## config.mk

```make
export PLATFORM = sky130hd
export DESIGN_NAME = rsst_clear
export DESIGN_NICKNAME = d
export VERILOG_FILES = /design/src/rtl/rsst_pkg.sv /design/src/rtl/rsst_clear.sv
export SDC_FILE = /design/constraint.sdc
export NUM_CORES = 1
export LEC_CHECK = 0
export BUFFER_PORTS_ARGS = -buffer_cell sky130_fd_sc_hd__buf_4
export CELL_PAD_IN_SITES_DETAIL_PLACEMENT = 1
export CELL_PAD_IN_SITES_GLOBAL_PLACEMENT = 2
export CORE_UTILIZATION = 24
export DETAILED_ROUTE_END_ITERATION = 10
export HOLD_SLACK_MARGIN = 0.08
export PLACE_DENSITY_LB_ADDON = 0.1
export SLEW_MARGIN = 40
export SYNTH_ARGS = -nofsm -noshare
export SYNTH_HDL_FRONTEND = slang
export SYNTH_SLANG_ARGS = --single-unit
```

## constraint.sdc

```tcl
create_clock -name clk_i -period 1.2 [get_ports clk_i]
set_input_delay 0 -clock clk_i [delete_from_list [all_inputs] [get_ports clk_i]]
set_output_delay 0 -clock clk_i [all_outputs]
set_load 0.01 [all_outputs]
```

## src/rtl/rsst_pkg.sv

```systemverilog
// ----------------------------------------------------------------------------
// rsst_pkg
// Shared constants, operation codes and types of the range sum segment tree.
// ----------------------------------------------------------------------------
package rsst_pkg;

  // Tree geometry: 1024 leaves, already a power of two, so no padding.
  localparam int unsigned Leaves    = 1024;
  localparam int unsigned LeafW     = 10;
  localparam int unsigned NodeAddrW = 11;
  localparam int unsigned NodeDepth = 2048;
  // Heap positions of the query walk can reach 2048, one bit more.
  localparam int unsigned PosW      = 12;
  localparam int unsigned DataW     = 32;

  // Operation codes.
  localparam logic [1:0] OP_SET   = 2'd0;
  localparam logic [1:0] OP_ADD   = 2'd1;
  localparam logic [1:0] OP_GET   = 2'd2;
  localparam logic [1:0] OP_QUERY = 2'd3;

  // Write port of the node memory.
  typedef struct packed {
    logic                 we;
    logic [NodeAddrW-1:0] addr;
    logic [DataW-1:0]     data;
  } rsst_wr_t;

endpackage

```

## src/rtl/rsst_clear.sv

```systemverilog
// ----------------------------------------------------------------------------
// rsst_clear
// Clearing sweep after reset: writes zero to every node, one per cycle.
// ----------------------------------------------------------------------------
module rsst_clear
  import rsst_pkg::*;
(
  input  logic     clk_i,
  input  logic     rst_ni,
  output logic     active_o,
  output rsst_wr_t wr_o
);

  logic [NodeAddrW-1:0] addr_q, addr_d;
  logic                 active_q, active_d;

  // Step through the memory and stop after the last entry.
  always_comb begin
    addr_d   = addr_q;
    active_d = active_q;
    if (active_q) begin
      addr_d = addr_q + NodeAddrW'(1);
      if (addr_q == NodeAddrW'(NodeDepth - 1)) begin
        active_d = 1'b0;
      end
    end
  end

  always_ff @(posedge clk_i or negedge rst_ni) begin
    if (!rst_ni) begin
      addr_q   <= '0;
      active_q <= 1'b1;
    end else begin
      addr_q   <= addr_d;
      active_q <= active_d;
    end
  end

  assign active_o = active_q;
  assign wr_o.we   = active_q;
  assign wr_o.addr = addr_q;
  assign wr_o.data = '0;

endmodule
```

==> results of run 1 <==
Yosys cell counts, types with 2 or more instances:
| cell type | number | area share |
|---|---|---|
| xor2_1 | 6 | 0.065 |
| nand2_1 | 3 | 0.014 |
| nor2_1 | 2 | 0.0092 |
| nand4_1 | 2 | 0.015 |
| buf_4 | 34 | 0.31 |
| nand3_1 | 2 | 0.012 |
| dfrtp_1 | 11 | 0.34 |
| xnor2_1 | 4 | 0.043 |
| nor3_2 | 4 | 0.049 |
state kept, by name, indices dropped and copies added (netlist names):
register	flops
active_o	1
addr_q	11
per-stage QoR:
| stage | power, µW | cells | area (µm²) | TNS [ns] |
|---|---|---|---|---|
| 6_report | 731 | 143 | 936 | 0 |
| 2_1_floorplan | 533 | 108 | 931 | 0 |
| 4_1_cts | 747 | 141 | 902 | 0 |
| 3_3_place_gp | 466 | 136 | 866 | 0 |
| 3_5_place_dp | 466 | 136 | 866 | 0 |
| 5_1_grt | 771 | 143 | 936 | -0.0374 |
layer usage:
layer | up-vias | wire (µm) | part of all wire | track usage
met2 | 27 | 637 | 0.46 | 0.132
li1 | 226 | - | - | -
met4 | 0 | 10 | 0.0073 | 0.0399
met3 | 2 | 106 | 0.077 | 0.0152
met1 | 237 | 620 | 0.45 | 0.101
met5 | - | 0 | 0 | 0
worst min path at each step:
stage | from | end | slack, ns | depth (start not counted)
2_1_floorplan | rst_ni | addr_q[0] | -0.30 | 0
3_3_place_gp | rst_ni | addr_q[2] | -0.15 | 1
3_5_place_dp | rst_ni | addr_q[0] | -0.15 | 1
4_1_cts | rst_ni | addr_q[8] | 0.10 | 2
5_1_grt | rst_ni | addr_q[3] | 0.11 | 2
6_report | rst_ni | addr_q[3] | 0.10 | 2
cell type report:
cell class                 instances  area share
clock buffer                       4      0.0281
tap                               44      0.0588
sequential                        12       0.322
multi-input combinational         61       0.416
timing repair buffer              21       0.171
inverter                           1     0.00401
power by group through the flow:
stage               clock network [µW]  registers [µW]  logic, µW
floorplan                            0             412        121
global placement                     0             412       54.4
detailed placement                   0             412       54.4
CTS                                286             404       57.0
global route                       300             404       67.6
finish                             269             404       58.5
worst register-to-register path: stages (launching register included):
cell	delay (ns)
dfstp_2	0.60
buf_4	0.13
mux2_2	0.31
logic make-up after synthesis:
| logic type | share of synthesized area |
|---|---|
| buffers and inverters | 0.318 |
| and+or+nand+nor | 0.160 |
| DFF | 0.370 |
| xor gates and xnor gates | 0.108 |
| adders and majority gates | 0.0154 |
| other | 0.00460 |
| AOI/OAI and AO/OA | 0.0108 |
| muxes | 0.0138 |
repair_timing:
| action | CTS | global route |
|---|---|---|
| buffers inserted | 0 | 2 |
| gates resized for setup | 0 | 3 |
| endpoints found under the hold margin | 12 | 0 |
| endpoints found under the setup margin | 0 | 8 |
| hold buffers | 1 | 0 |
==> flow_metrics.env, run 1 <==
export IMPL_grt_pass1_vias=444
export IMPL_crit_required_ns=1.36
export IMPL_routed_via_density=3.44
export IMPL_ctsRootBufferMaster="clkbuf_4"
export IMPL_ys_seq_elements=12
export IMPL_endpoint="addr_q[1]"
export IMPL_antenna_found_initial=0
export IMPL_post_route_period_util=0.961
export IMPL_ant_nets=0
export IMPL_dr_pass1_iters=2
export IMPL_overflow=0
export IMPL_utilization=0.299
export IMPL_routed_wirelength_um=1370
export IMPL_cts_made_buffers=3
export IMPL_crit_fanout=5
export IMPL_p_clk_frac=0.367
export IMPL_cp_end_kind="flip-flop"
export IMPL_ys_flop_type="dfrtp_1"
export IMPL_finalHoldViolations=0
export IMPL_slowest_stage="dfstp_2"
export IMPL_nNetsFinal=103
export IMPL_cts_reportedPaths_clkPinSlew_ns=0.08
export IMPL_path_depth=2
export IMPL_ys_types=18
export IMPL_wl_per_cell_um=9.61
export IMPL_crit_family="flip-flops"
export IMPL_p_int_uw=537
export IMPL_worstReg2RegEnd="addr_q[1]"
export IMPL_grt_first_pass_wirelength_um=2120
export IMPL_holdWs_ns=0.104
export IMPL_reg2reg_from="active_o"
export IMPL_drv_slew=0
export IMPL_hpwl_um=1070
export IMPL_syn_area_um2=815
export IMPL_vias=492
export IMPL_seqPwrFrac=0.553
export IMPL_die_h_um=60.3
export IMPL_crit_type="flip-flop to flip-flop"
export IMPL_cpPeakStageDelay_ns=0.60
export IMPL_p_switching_uw=194
export IMPL_route_detailed_drc=0
export IMPL_synth_warning_count=0
export IMPL_outcome="complete, no violations"
export IMPL_drive_gt1_frac=0.333
export IMPL_syn_avg_cell_area_um2=10.6
export IMPL_core_area_um2=3130
export IMPL_cp_cell_sequence="buf_4 > mux2_2"
export IMPL_vdd_ir_drop_max_mv=0.199
export IMPL_htreeDepth=1
export IMPL_arrival_ns=1.31
export IMPL_r2r_cells=2
export IMPL_register_area_um2=302
export IMPL_clkSinkCount=12
export IMPL_fill_cells=369
export IMPL_power_share_switching=0.266
export IMPL_power_density_nw_per_um2=781
export IMPL_dp_slack_ns=0.0440
export IMPL_worstSkewPairLatency_ns=0.27
export IMPL_gp_congestion=0.671
export IMPL_async_flop_share=1.00
export IMPL_cp_startpoint="active_o"
export IMPL_max_freq_mhz=867
export IMPL_post_route_min_period_ns=1.15
export IMPL_syn_inst=77
export IMPL_cts_tree="yes"
export IMPL_grt_max_degree=13
export IMPL_crit_buf_inv=1
export IMPL_area_growth_pct=14.9
export IMPL_synth_seq_area_share=0.370
export IMPL_drv_cap=0
export IMPL_first_iter_violations=13
export IMPL_mostFrequentLayoutCell="conb_1"
export IMPL_multi_input_area_um2=389
export IMPL_dieArea_um2=3630
export IMPL_hold_class="input port to async pin"
export IMPL_synth_edf_count=0
export IMPL_final_cell_mix="conb_1, buf_4, dfrtp_1"
export IMPL_p_leak_uw=0.000512
export IMPL_num_rows=20
export IMPL_rsz0062_at_grt="yes"
export IMPL_die_x_um=60.3
export IMPL_initial_core_util=0.260
export IMPL_start_kind="flip-flop"
export IMPL_grt_usage=0.0809
export IMPL_ios=47
export IMPL_cts_buffer_depth=2
export IMPL_skew_ns=0.00212
export IMPL_r2r_setup_slack_ns=0.05
export IMPL_diodes=0
export IMPL_setup_viol=0
export IMPL_port_buffer_count=14
export IMPL_setup_ws_ns=0.0469
export IMPL_comb_power_share=0.080
Note: power is estimated with default switching activity, not from simulation.
==> run 2, diff against run 1 <==
--- a/config.mk
+++ b/config.mk
@@ -9,4 +9,5 @@
 export CELL_PAD_IN_SITES_DETAIL_PLACEMENT = 1
 export CELL_PAD_IN_SITES_GLOBAL_PLACEMENT = 2
+export CORE_ASPECT_RATIO = 1.5
 export CORE_UTILIZATION = 24
 export DETAILED_ROUTE_END_ITERATION = 10
==> constraint.sdc (replaced) <==
create_clock -name clk_i -period 1.2 [get_ports clk_i]
set_input_delay 0.24 -clock clk_i [delete_from_list [all_inputs] [get_ports clk_i]]
set_output_delay 0.24 -clock clk_i [all_outputs]
set_load 0.01 [all_outputs]
==> run 2 against run 1 <==
Compared with the run above:
- global-route usage rose by 0.28 points
- the run now ends with setup timing left
- cell area rose by 4.7%
- power rose by 15%
- non-clock buffer count rose by 1
- wire length rose by 4.4%
- clock-buffer cell count did not move
- worst setup slack got worse by 0.065 ns
- first-iteration DRC count fell by 77%
- worst hold slack improved by 0.28 ns
- sequential power barely moved
- clock skew barely moved
- flip-flop and latch count did not move
==> flow_metrics.env, run 2 (same netlist as run 1, synthesis figures left out) <==
export IMPL_setup_ws_ns=-0.0185
export IMPL_r2r_cells=4
export IMPL_largest_reg_flops=11
export IMPL_p_leak_uw=0.000544
export IMPL_stdcell_area_um2=980
export IMPL_crit_required_ns=1.36
export IMPL_vias=495
export IMPL_setup_viol=4
export IMPL_cpPeakStageDelay_ns=0.54
export IMPL_seqPwrFrac=0.482
export IMPL_ios=47
export IMPL_cts_buffer_depth=2
export IMPL_comb_power_share=0.070
export IMPL_crit_fanout=4
export IMPL_outcome="finished with violations"
export IMPL_power_total_uw=840
export IMPL_nNetsFinal=104
export IMPL_drv_cap=0
export IMPL_mostFrequentLayoutCell="conb_1"
export IMPL_vdd_ir_drop_max_mv=0.365
export IMPL_final_cell_mix="conb_1, buf_4, dfrtp_1"
export IMPL_dr_pass1_iters=2
export IMPL_grt_first_pass_wirelength_um=2240
export IMPL_route_detailed_drc=0
export IMPL_p_clk_frac=0.448
export IMPL_power_density_nw_per_um2=858
export IMPL_ctsRootBufferMaster="clkbuf_8"
export IMPL_overflow=0
export IMPL_power_share_switching=0.235
export IMPL_p_int_uw=643
export IMPL_grt_max_degree=13
export IMPL_area_growth_pct=20.3
export IMPL_grt_usage=0.0837
export IMPL_cp_end_kind="flip-flop"
export IMPL_fill_cells=394
export IMPL_hold_class="input port to async pin"
export IMPL_skew_ns=0.00177
export IMPL_rsz0062_at_grt="yes"
export IMPL_core_area_um2=3190
export IMPL_arrival_ns=1.37
export IMPL_crit_type="flip-flop to flip-flop"
export IMPL_die_h_um=73.4
export IMPL_gp_congestion=0.669
export IMPL_layoutNonFillerInstCount=140
export IMPL_routed_via_density=3.54
export IMPL_port_buffer_count=14
export IMPL_post_route_period_util=1.02
export IMPL_max_freq_mhz=821
export IMPL_routed_wirelength_um=1430
export IMPL_drv_slew=0
export IMPL_cp_cell_sequence="buf_6 > nand4_4 > nor3_2 > xor2_1"
export IMPL_start_kind="flip-flop"
export IMPL_clkSinkCount=12
export IMPL_cts_made_buffers=3
export IMPL_regMostFlops="addr_q"
export IMPL_hpwl_um=1080
export IMPL_dp_cells=131
export IMPL_wl_per_cell_um=10.2
export IMPL_post_route_min_period_ns=1.22
export IMPL_cts_reportedPaths_clkPinSlew_ns=0.05
export IMPL_place_area_um2=853
export IMPL_diodes=0
export IMPL_ant_nets=0
export IMPL_finalHoldViolations=0
export IMPL_grt_pass1_vias=457
export IMPL_num_rows=25
export IMPL_initial_core_util=0.255
export IMPL_p_switching_uw=197
export IMPL_dieArea_um2=3640
export IMPL_htreeDepth=1
export IMPL_slowest_stage="dfstp_2"
export IMPL_antenna_found_initial=0
export IMPL_first_iter_violations=3
export IMPL_violations="setup timing"
export IMPL_drive_gt1_frac=0.360
export IMPL_cts_tree="yes"
export IMPL_worstSkewPairLatency_ns=0.24
export IMPL_die_x_um=49.6
[run 2: timing repair]
item	in CTS	in global routing
endpoints found under the hold margin	12	0
resized for setup	3	7
setup buffers	1	3
pin swaps	0	2
hold buffers	1	0
endpoints found under the setup margin	2	9
[run 2: layer usage]
layer,share of wire,vias to the layer above,global-route usage
met4,0.020,0,0.0571
met2,0.59,21,0.147
met1,0.35,244,0.0914
met5,0,-,0
met3,0.038,2,0.0124
li1,-,228,-
[run 2: final timing paths]
check | end | slack, ns | startpoint
worst max-delay path | addr_q[7] | -0.02 | active_o
worst min-delay path | addr_q[9] | 0.38 | rst_ni
min in group clk_i | addr_q[10] | 0.50 | addr_q[10]
worst max register to register | addr_q[7] | -0.02 | active_o
worst min register to register | addr_q[10] | 0.50 | addr_q[10]
max in group asynchronous | active_o | 0.59 | rst_ni
[run 2: per-stage QoR]
stage	setup TNS, ns	setup WS, ns	utilization	hold WS [ns]
floorplan	0	0.00781	-	-0.0556
global placement	0	0.0497	0.267	0.0936
detailed placement	0	0.0405	0.267	0.0941
CTS	-0.112	-0.0299	0.291	0.390
global route	-0.342	-0.0740	0.307	0.390
finish	-0.0612	-0.0185	0.307	0.382
[run 2: cell type report]
class	count	area, µm²	area share
timing repair buffer	22	183	0.186
clock buffer	4	45.0	0.0460
multi-input combinational	61	395	0.404
inverter	1	3.75	0.00383
sequential	12	303	0.309
tap	40	50.0	0.0511
[run 2: power groups by stage]
stage,sequential (µW),clock [µW],combinational (µW)
after global placement,412,0,54.4
after floorplan,412,0,121
after detailed placement,412,0,54.5
after CTS,405,393,57.2
after global routing,405,409,66.2
final,405,376,58.7
[run 2: worst max-delay path, delay by kind of cell, from the launching register on]
kind | cells | cell delay [ns]
buf+inv | 1 | 0.12
simple gates | 2 | 0.31
xor+xnor | 1 | 0.17
flops | 1 | 0.54
